$ cat config.mk
export PLATFORM = sky130hd
export DESIGN_NAME = event_flag_mailbox_core_flat
export DESIGN_NICKNAME = d
export VERILOG_FILES = /design/src/sv/efm_pkg.sv /design/src/sv/efm_in_if.sv /design/src/sv/efm_out_if.sv /design/src/sv/event_flag_mailbox_core.sv /design/src/sv/efm_ram.sv /design/src/flat_wrapper.sv
export VERILOG_INCLUDE_DIRS = /design/src /design/src/sv
export SDC_FILE = /design/constraint.sdc
export NUM_CORES = 1
export LEC_CHECK = 0
export BUFFER_PORTS_ARGS = -buffer_cell sky130_fd_sc_hd__buf_2
export CORE_ASPECT_RATIO = 1.75
export CORE_UTILIZATION = 57
export DETAILED_ROUTE_END_ITERATION = 8
export PLACE_DENSITY = 0.76
export SETUP_SLACK_MARGIN = 0.1
export SKIP_CTS_REPAIR_TIMING = 1
export SYNTH_ARGS = -nofsm -noshare
export SYNTH_HDL_FRONTEND = slang
export SYNTH_SLANG_ARGS = --single-unit
$ cat constraint.sdc
create_clock -name clk_i -period 6.1 [get_ports clk_i]
set_input_delay 1.83 -clock clk_i [delete_from_list [all_inputs] [get_ports clk_i]]
set_output_delay 1.83 -clock clk_i [all_outputs]
set_load 0.05 [all_outputs]
$ cat src/sv/event_flag_mailbox_core_assert.svh
// Assertion macros shared by the mailbox RTL.
`ifndef EVENT_FLAG_MAILBOX_CORE_ASSERT_SVH
`define EVENT_FLAG_MAILBOX_CORE_ASSERT_SVH

// Checked only outside reset.
`define EFM_ASSERT(lbl, prop, msg) \
  lbl: assert property (@(posedge clk_i) disable iff (!rst_ni) prop) \
    else $error(msg);

// Checked at every edge, reset included.
`define EFM_ASSERT_ALWAYS(lbl, prop, msg) \
  lbl: assert property (@(posedge clk_i) prop) \
    else $error(msg);

`endif

$ cat src/sv/efm_pkg.sv
package efm_pkg;

  // Fixed field widths
  localparam int unsigned MODE_W      = 3;
  localparam int unsigned INDEX_W     = 8;
  localparam int unsigned PVALUE_W    = 32;
  localparam int unsigned PARAM_OUT_W = 32;

  // Default sizes
  localparam int unsigned POINT_COUNT_DEF = 32;
  localparam int unsigned BCAST_COUNT_DEF = 16;
  localparam int unsigned PARAM_BITS_DEF  = 32;

  typedef enum logic [MODE_W-1:0] {
    MODE_TICK       = 3'd0,
    MODE_SEND       = 3'd1,
    MODE_GET        = 3'd2,
    MODE_SEND_PARAM = 3'd3,
    MODE_READ_PARAM = 3'd4,
    MODE_BSEND      = 3'd5,
    MODE_BGET       = 3'd6,
    MODE_CLEAR      = 3'd7
  } mode_e;

  typedef enum logic [1:0] {
    FLAG_IDLE    = 2'd0,
    FLAG_POSTED  = 2'd1,
    FLAG_VISIBLE = 2'd2
  } flag_e;

  typedef enum logic {
    ST_IDLE = 1'b0,
    ST_BUSY = 1'b1
  } state_e;

  // One tick: posted -> visible -> idle
  function automatic flag_e advance_flag(flag_e f);
    flag_e r;
    case (f)
      FLAG_POSTED:  r = FLAG_VISIBLE;
      FLAG_VISIBLE: r = FLAG_IDLE;
      default:      r = FLAG_IDLE;
    endcase
    return r;
  endfunction

endpackage

$ cat src/sv/efm_in_if.sv
interface efm_in_if
  import efm_pkg::*;
();
  logic                valid;
  logic                ready;
  logic [MODE_W-1:0]   mode;
  logic [INDEX_W-1:0]  index;
  logic [PVALUE_W-1:0] param_value;

  modport source (output valid, mode, index, param_value, input ready);
  modport sink   (input valid, mode, index, param_value, output ready);
endinterface

$ cat src/sv/efm_out_if.sv
interface efm_out_if
  import efm_pkg::*;
();
  logic                   valid;
  logic                   ready;
  logic                   got_message;
  logic [PARAM_OUT_W-1:0] param_out;
  logic                   index_error;

  modport source (output valid, got_message, param_out, index_error, input ready);
  modport sink   (input valid, got_message, param_out, index_error, output ready);
endinterface

$ cat src/sv/event_flag_mailbox_core.sv
// Channel | Dir | Transfer carries
// --------+-----+-------------------------------------------
// in_i    | in  | mode, index, param_value (one command)
// out_o   | out | got_message, param_out, index_error
//
// Each command has a transfer cycle, in which the flags update and the
// parameter RAM is accessed; the next cycle the registered RAM read data is
// folded into the output register. No new command is taken while one is being finished.
// Reset clears all flags and parameter written bits at once; no sweep.
// A stalled result holds in the output register; input waits until the
// sequencer is idle and the output slot is free or being drained.
module event_flag_mailbox_core
  import efm_pkg::*;
#(
  parameter int unsigned POINT_COUNT = POINT_COUNT_DEF,
  parameter int unsigned BCAST_COUNT = BCAST_COUNT_DEF,
  parameter int unsigned PARAM_BITS  = PARAM_BITS_DEF
) (
  input  logic clk_i,
  input  logic rst_ni,
  efm_in_if.sink    in_i,
  efm_out_if.source out_o
);
  `include "event_flag_mailbox_core_assert.svh"

  localparam int unsigned PW = (POINT_COUNT > 1) ? $clog2(POINT_COUNT) : 1;
  localparam int unsigned BW = (BCAST_COUNT > 1) ? $clog2(BCAST_COUNT) : 1;

  state_e state_q, state_d;
  flag_e  pflags_q [POINT_COUNT];
  flag_e  pflags_d [POINT_COUNT];
  flag_e  bflags_q [BCAST_COUNT];
  flag_e  bflags_d [BCAST_COUNT];
  logic [POINT_COUNT-1:0] pwritten_q, pwritten_d;

  logic got_q, err_q, rd_q, rd_vld_q;
  logic out_valid_q;
  logic got_out_q, err_out_q;
  logic [PARAM_OUT_W-1:0] pout_q;

  logic in_xfer;
  mode_e mode;
  logic [PW-1:0] pidx;
  logic [BW-1:0] bidx;
  logic pok, bok;
  flag_e psel, bsel;
  logic ram_we, ram_re;
  logic [PARAM_BITS-1:0] ram_wdata, ram_rdata;
  logic got_d, err_d;

  // Decode the command
  assign mode    = mode_e'(in_i.mode);
  assign pidx    = in_i.index[PW-1:0];
  assign bidx    = in_i.index[BW-1:0];
  assign pok     = {1'b0, in_i.index} < (INDEX_W+1)'(POINT_COUNT);
  assign bok     = {1'b0, in_i.index} < (INDEX_W+1)'(BCAST_COUNT);
  assign psel    = pok ? pflags_q[pidx] : FLAG_IDLE;
  assign bsel    = bok ? bflags_q[bidx] : FLAG_IDLE;
  assign in_i.ready = (state_q == ST_IDLE) && (!out_valid_q || out_o.ready);
  assign in_xfer = in_i.valid && in_i.ready;

  // Sequencer: take a command, then finish it
  always_comb begin
    state_d = state_q;
    case (state_q)
      ST_IDLE: if (in_xfer) state_d = ST_BUSY;
      ST_BUSY: state_d = ST_IDLE;
      default: state_d = ST_IDLE;
    endcase
  end

  always_ff @(posedge clk_i or negedge rst_ni) begin
    if (!rst_ni) begin
      state_q <= ST_IDLE;
    end else begin
      state_q <= state_d;
    end
  end

  // Flag tables, parameter writes and the per-command status bits
  always_comb begin
    pflags_d   = pflags_q;
    bflags_d   = bflags_q;
    pwritten_d = pwritten_q;
    got_d      = 1'b0;
    err_d      = 1'b0;
    ram_we     = 1'b0;
    ram_re     = 1'b0;
    if (in_xfer) begin
      case (mode)
        MODE_TICK: begin
          for (int i = 0; i < POINT_COUNT; i++) pflags_d[i] = advance_flag(pflags_q[i]);
          for (int i = 0; i < BCAST_COUNT; i++) bflags_d[i] = advance_flag(bflags_q[i]);
        end
        MODE_SEND, MODE_SEND_PARAM: begin
          if (!pok) begin
            err_d = 1'b1;
          end else if (psel == FLAG_IDLE) begin
            pflags_d[pidx] = FLAG_POSTED;
            if (mode == MODE_SEND_PARAM) begin
              ram_we           = 1'b1;
              pwritten_d[pidx] = 1'b1;
            end
          end
        end
        MODE_GET: begin
          if (!pok) begin
            err_d = 1'b1;
          end else if (psel == FLAG_VISIBLE) begin
            pflags_d[pidx] = FLAG_IDLE;
            got_d          = 1'b1;
          end
        end
        MODE_READ_PARAM: begin
          if (!pok) err_d = 1'b1;
          else ram_re = 1'b1;
        end
        MODE_BSEND: begin
          if (!bok) begin
            err_d = 1'b1;
          end else if (bsel == FLAG_IDLE) begin
            bflags_d[bidx] = FLAG_POSTED;
          end
        end
        MODE_BGET: begin
          if (!bok) err_d = 1'b1;
          else got_d = (bsel == FLAG_VISIBLE);
        end
        MODE_CLEAR: begin
          for (int i = 0; i < POINT_COUNT; i++) pflags_d[i] = FLAG_IDLE;
          for (int i = 0; i < BCAST_COUNT; i++) bflags_d[i] = FLAG_IDLE;
        end
        default: ;
      endcase
    end
  end

  always_ff @(posedge clk_i or negedge rst_ni) begin
    if (!rst_ni) begin
      for (int i = 0; i < POINT_COUNT; i++) pflags_q[i] <= FLAG_IDLE;
      for (int i = 0; i < BCAST_COUNT; i++) bflags_q[i] <= FLAG_IDLE;
      pwritten_q <= '0;
    end else begin
      pflags_q   <= pflags_d;
      bflags_q   <= bflags_d;
      pwritten_q <= pwritten_d;
    end
  end

  // Parameter words; never-written entries read as zero
  assign ram_wdata = PARAM_BITS'(in_i.param_value);

  efm_ram #(
    .WIDTH (PARAM_BITS),
    .DEPTH (POINT_COUNT)
  ) u_param_ram (
    .clk_i   (clk_i),
    .we_i    (ram_we),
    .waddr_i (pidx),
    .wdata_i (ram_wdata),
    .re_i    (ram_re),
    .raddr_i (pidx),
    .rdata_o (ram_rdata)
  );

  // Status carried alongside the RAM read
  always_ff @(posedge clk_i) begin
    if (in_xfer) begin
      got_q    <= got_d;
      err_q    <= err_d;
      rd_q     <= ram_re;
      rd_vld_q <= pok && pwritten_q[pidx];
    end
  end

  // Output register
  always_ff @(posedge clk_i or negedge rst_ni) begin
    if (!rst_ni) begin
      out_valid_q <= 1'b0;
    end else if (state_q == ST_BUSY) begin
      out_valid_q <= 1'b1;
    end else if (out_o.ready) begin
      out_valid_q <= 1'b0;
    end
  end

  always_ff @(posedge clk_i) begin
    if (state_q == ST_BUSY) begin
      got_out_q <= got_q;
      err_out_q <= err_q;
      pout_q    <= (rd_q && rd_vld_q) ? PARAM_OUT_W'(ram_rdata) : '0;
    end
  end

  assign out_o.valid       = out_valid_q;
  assign out_o.got_message = got_out_q;
  assign out_o.param_out   = pout_q;
  assign out_o.index_error = err_out_q;

  // Finishing a command never lands on a result still waiting
  `EFM_ASSERT(a_no_overwrite, (state_q == ST_BUSY) |-> (!out_valid_q || out_o.ready), "result overwritten")
  // A new result appears only after a command was worked on
  `EFM_ASSERT(a_result_source, $rose(out_valid_q) |-> $past(state_q == ST_BUSY), "spurious result")
  // An unwritten parameter entry reads back as zero
  `EFM_ASSERT(a_unwritten_zero, (state_q == ST_BUSY && rd_q && !rd_vld_q) |=> (pout_q == '0), "stale param")
  // Reset leaves the sequencer idle with no result pending
  `EFM_ASSERT_ALWAYS(a_reset_idle, !rst_ni |-> (state_q == ST_IDLE && !out_valid_q), "reset state")
endmodule

$ cat src/sv/efm_ram.sv
module efm_ram #(
  parameter int unsigned WIDTH = 32,
  parameter int unsigned DEPTH = 32
) (
  input  logic                                  clk_i,
  input  logic                                  we_i,
  input  logic [(DEPTH > 1 ? $clog2(DEPTH) : 1)-1:0] waddr_i,
  input  logic [WIDTH-1:0]                      wdata_i,
  input  logic                                  re_i,
  input  logic [(DEPTH > 1 ? $clog2(DEPTH) : 1)-1:0] raddr_i,
  output logic [WIDTH-1:0]                      rdata_o
);
  logic [WIDTH-1:0] mem_q [DEPTH];
  logic [WIDTH-1:0] rdata_q;

  // One write port, one registered read port
  always_ff @(posedge clk_i) begin
    if (we_i) begin
      mem_q[waddr_i] <= wdata_i;
    end
    if (re_i) begin
      rdata_q <= mem_q[raddr_i];
    end
  end

  assign rdata_o = rdata_q;
endmodule
$ cat src/flat_wrapper.sv
// flat-port wrapper written by rule: the top's interface ports become plain ports
module event_flag_mailbox_core_flat import efm_pkg::*;
#(
  parameter int unsigned POINT_COUNT = POINT_COUNT_DEF,
  parameter int unsigned BCAST_COUNT = BCAST_COUNT_DEF,
  parameter int unsigned PARAM_BITS  = PARAM_BITS_DEF
)
  (clk_i, rst_ni, in_i_valid, in_i_mode, in_i_index, in_i_param_value, in_i_ready, out_o_valid, out_o_got_message, out_o_param_out, out_o_index_error, out_o_ready);
  efm_in_if in_i_i ();
  efm_out_if out_o_i ();
  input  logic clk_i;
  input  logic rst_ni;
  input wire logic [$bits(in_i_i.valid)-1:0] in_i_valid;
  input wire logic [$bits(in_i_i.mode)-1:0] in_i_mode;
  input wire logic [$bits(in_i_i.index)-1:0] in_i_index;
  input wire logic [$bits(in_i_i.param_value)-1:0] in_i_param_value;
  output wire logic [$bits(in_i_i.ready)-1:0] in_i_ready;
  output wire logic [$bits(out_o_i.valid)-1:0] out_o_valid;
  output wire logic [$bits(out_o_i.got_message)-1:0] out_o_got_message;
  output wire logic [$bits(out_o_i.param_out)-1:0] out_o_param_out;
  output wire logic [$bits(out_o_i.index_error)-1:0] out_o_index_error;
  input wire logic [$bits(out_o_i.ready)-1:0] out_o_ready;
  assign in_i_i.valid = in_i_valid;
  assign in_i_i.mode = in_i_mode;
  assign in_i_i.index = in_i_index;
  assign in_i_i.param_value = in_i_param_value;
  assign in_i_ready = in_i_i.ready;
  assign out_o_valid = out_o_i.valid;
  assign out_o_got_message = out_o_i.got_message;
  assign out_o_param_out = out_o_i.param_out;
  assign out_o_index_error = out_o_i.index_error;
  assign out_o_i.ready = out_o_ready;
  event_flag_mailbox_core #(.POINT_COUNT(POINT_COUNT), .BCAST_COUNT(BCAST_COUNT), .PARAM_BITS(PARAM_BITS)) u_core (.clk_i(clk_i), .rst_ni(rst_ni), .in_i(in_i_i), .out_o(out_o_i));
endmodule
==> impl_metrics.env <==
export IMPL_r2r_slack_ns=2.46
export IMPL_top_usage_layer="met2"
export IMPL_synth_distinct_cells=43
export IMPL_clock_sinks=1224
export IMPL_reg2reg_from="u_core.pflags_q[8]"
export IMPL_clk_insertion_delay_late_ns=0.71
export IMPL_fin_nets=2416
export IMPL_syn_to_final_growth_pct=11.4
export IMPL_rows=140
export IMPL_slew_headroom_pct=27.9
export IMPL_critPathMaxFanout=32
export IMPL_crit_arrival_ns=5.08
export IMPL_finalHoldViolCount=0
export IMPL_crit_start="in_i_index[3]"
export IMPL_p_switching_w=0.00387
export IMPL_met2_usage_pct=49.5
export IMPL_dieArea_mm2=0.0854
export IMPL_clk_pin_slew_ns=0.06
export IMPL_vias=24100
export IMPL_grt_overflow=0
export IMPL_period_needed_ns=4.77
export IMPL_avgRoutedWirePerCell_um=33.5
export IMPL_slew_violations=0
export IMPL_cp_required_ns=6.41
export IMPL_antenna_found_initial=7
export IMPL_endpoint="u_core.u_param_ram.mem_q[22][24]"
export IMPL_synth_avg_cell_area_um2=21.2
export IMPL_ctsHtreeMaxLevel=3
export IMPL_tns_ns=0
export IMPL_intPower_w=0.0134
export IMPL_numCtsBuffers=101
export IMPL_cts_buffer_depth=3
export IMPL_grt_pass1_vias=24700
export IMPL_firstDrtPassIters=6
export IMPL_dieWidth_um=221
export IMPL_start_util_pct=57.7
export IMPL_swShare_pct=22.4
export IMPL_io_pins=83
export IMPL_worst_slew_pin_slew_ns=1.08
export IMPL_grt_use_met3_pct=5.54
export IMPL_grt_usage_pct=28.3
export IMPL_drc=0
export IMPL_drt_total_wl_um=118000
export IMPL_ys_seq_area_share_pct=75.2
export IMPL_synth_edf_count=1094
export IMPL_fp_coreArea_mm2=0.0832
export IMPL_dpl_hpwl_um=64700
export IMPL_ir_worst_vdd_v=0.000305
export IMPL_clock_power_share_pct=38.6
export IMPL_max_cap_violations=0
export IMPL_r2r_end="u_core.u_param_ram.mem_q[22][24]"
export IMPL_gp_congestion=0.884
export IMPL_fin_skew_ns=0.0343
export IMPL_grt_max_degree=148
export IMPL_ys_warnings_count=0
export IMPL_power_w=0.0173
export IMPL_synth_net_count=2306
export IMPL_post_route_period_util_pct=78.1
export IMPL_drive_gt1_share_pct=30.5
export IMPL_met1_usage_pct=34.7
export IMPL_cts_tree="done"
export IMPL_synth_cell_area_mm2=0.0480
export IMPL_yosys_most_used_dff="edfxtp_1"
export IMPL_run_status="finished clean"
export IMPL_ys_ff_latch=1224
export IMPL_cp_cell_sequence="buf_4 > mux4_2 > mux4_2 > a21o_1 > or3_4 > buf_12 > nor2_4 > buf_4"
export IMPL_critPathLaunchType="input port"
export IMPL_detail_route_antenna_nets=0
export IMPL_power_frac_seq_pct=54.8
export IMPL_postSynthCellCount=2259
export IMPL_die_h_um=386
export IMPL_vias_per_cell=6.85
export IMPL_setup_viol=0
export IMPL_max_freq_ghz=0.210
export IMPL_grt_pass1_wl_um=172000
export IMPL_first_iter_violations=3013
export IMPL_powerDensity_mw_per_mm2=323
export IMPL_p_leak_nw=17.5
export IMPL_rsz0062_at_grt="no"
export IMPL_hp_class="register to register"
export IMPL_crit_type="input port to register"
export IMPL_slowest_stage="or3_4"
export IMPL_synthArstFlopShare_pct=10.6
export IMPL_cp_slowest_stage_delay_ns=0.59
export IMPL_portBuffers=82
export IMPL_comb_power_share_pct=6.6
export IMPL_root_buffer="clkbuf_16"
export IMPL_reg2reg_depth=7
export IMPL_worst_setup_path_end_kind="register"
-- placed cells by master (no fill, tap or decap), types with 5 or more instances in the layout --
cell           n
nor2_4        30
a31oi_1       51
nor2b_1        7
clkbuf_16    104
buf_4         43
dfrtp_1      129
o221ai_2      25
edfxtp_1    1094
nand3_1       48
clkbuf_1      16
nor3_1         5
mux2_2        32
o21bai_1      29
mux2i_1       19
inv_1         42
buf_12        22
a21oi_1       41
o21ai_0       19
nand2_1       85
and3_1        34
clkinvlp_4     7
mux4_2       349
buf_2         76
bufinv_16     11
clkinv_1      14
nor2_1        35
clkinv_2      19
-- registers in the layout, indices dropped and copies added (netlist names) --
| name | count |
|---|---|
| u_core.state_q | 1 |
| u_core.rd_q | 1 |
| u_core.bflags_q | 32 |
| u_core.pflags_q | 64 |
| u_core.u_param_ram.mem_q | 1024 |
| u_core.pwritten_q | 32 |
| u_core.out_o.valid | 1 |
| u_core.out_o.index_error | 1 |
| u_core.err_q | 1 |
| u_core.out_o.got_message | 1 |
| u_core.out_o.param_out | 32 |
| u_core.rd_vld_q | 1 |
| u_core.u_param_ram.rdata_o | 32 |
| u_core.got_q | 1 |
-- layer usage --
metal  vias up  share of wire, %  wire (um)
li1       9571                 -          -
met2      1442                53      62600
met3       263               8.7      10200
met4         6               4.0       4690
met1     12800                34      40300
met5         -             0.032         38
-- metrics by stage --
step                      worst slack, ns  hold WS, ns  std cells  util [%]  instance area [um^2]
after global routing                 1.29        0.426       3516      64.3                 53500
after detailed placement            0.659        0.405       3331      60.2                 50100
after global placement              0.738        0.404       3331      60.2                 50100
final                                1.33        0.418       3516      64.3                 53500
after floorplan                     0.255        0.400       2259         -                 48000
after CTS                            1.39        0.421       3515      64.2                 53500
-- synth_stat cells (2+ instances only) --
cell type  count  share of area (%)
mux4_2       349                 16
a211oi_1       2              0.031
o221ai_2      25               0.78
buf_1          8              0.063
nor3_1         7              0.073
mux2i_1       19               0.40
dfrtp_1      130                6.8
nor2_1        66               0.52
o221ai_1       4              0.073
o21ai_0       19               0.20
and3_1        34               0.44
nor2b_1        7              0.091
edfxtp_1    1094                 68
a31oi_1       51               0.66
and2_1         4              0.052
buf_6         11               0.26
o21ai_1        2              0.021
nand2_1       85               0.66
o211a_1        2              0.042
nand3_1       48               0.50
o21bai_1      29               0.45
a22oi_1        4              0.063
nand2b_1       3              0.039
o2bb2a_1       2              0.042
a21oi_1       41               0.43
inv_1         42               0.33
mux2_2        32               0.75
nand4_1        2              0.026
nor3_2         2              0.042
or3_1          4              0.052
buf_2         35               0.37
clkbuf_1      79               0.62
buf_4          4              0.063
o31ai_1        4              0.063
-- worst min-delay path by stage --
stage,depth (start not counted),slack (ns),to,start
2_1_floorplan,0,0.40,u_core.out_o.got_message,u_core.got_q
3_3_place_gp,0,0.40,u_core.out_o.got_message,u_core.got_q
3_5_place_dp,0,0.40,u_core.out_o.got_message,u_core.got_q
4_1_cts,0,0.42,u_core.out_o.got_message,u_core.got_q
5_1_grt,0,0.43,u_core.out_o.got_message,u_core.got_q
6_report,0,0.42,u_core.out_o.got_message,u_core.got_q
-- power groups by stage --
stage          clock, W  combinational [W]  sequential (W)
6_report        0.00666            0.00113         0.00947
5_1_grt         0.00701            0.00121         0.00948
4_1_cts         0.00673            0.00114         0.00946
3_5_place_dp          0            0.00113         0.00964
3_3_place_gp          0            0.00109         0.00964
2_1_floorplan         0           0.000682         0.00964
-- worst max-delay path, delay by kind of cell --
family                 cells  cell delay (ns)
multiplexers               2             1.04
AND/OR/NAND/NOR            2             0.71
AO/OA/AOI/OAI              1             0.25
buffers and inverters      3             1.18
-- cell families after synthesis --
logic type             after synthesis  synth area share (%)
DFF                               1224                  75.2
AOI/OAI and AO/OA                  190                  2.95
and+or+nand+nor                    265                  2.57
buffers and inverters              180                  1.70
muxes                              400                  17.5
-- area by class of cell --
cell class / count / area, um^2
antenna: 1 / 2.50
clock buffer: 126 / 2720
clock inverter: 58 / 627
fill: 5205 / 29700
inverter: 43 / 161
multi-input combinational: 855 / 11300
sequential: 1224 / 36100
tap: 1065 / 1330
timing repair buffer: 144 / 1180
Power figures use the tool's default switching activity.
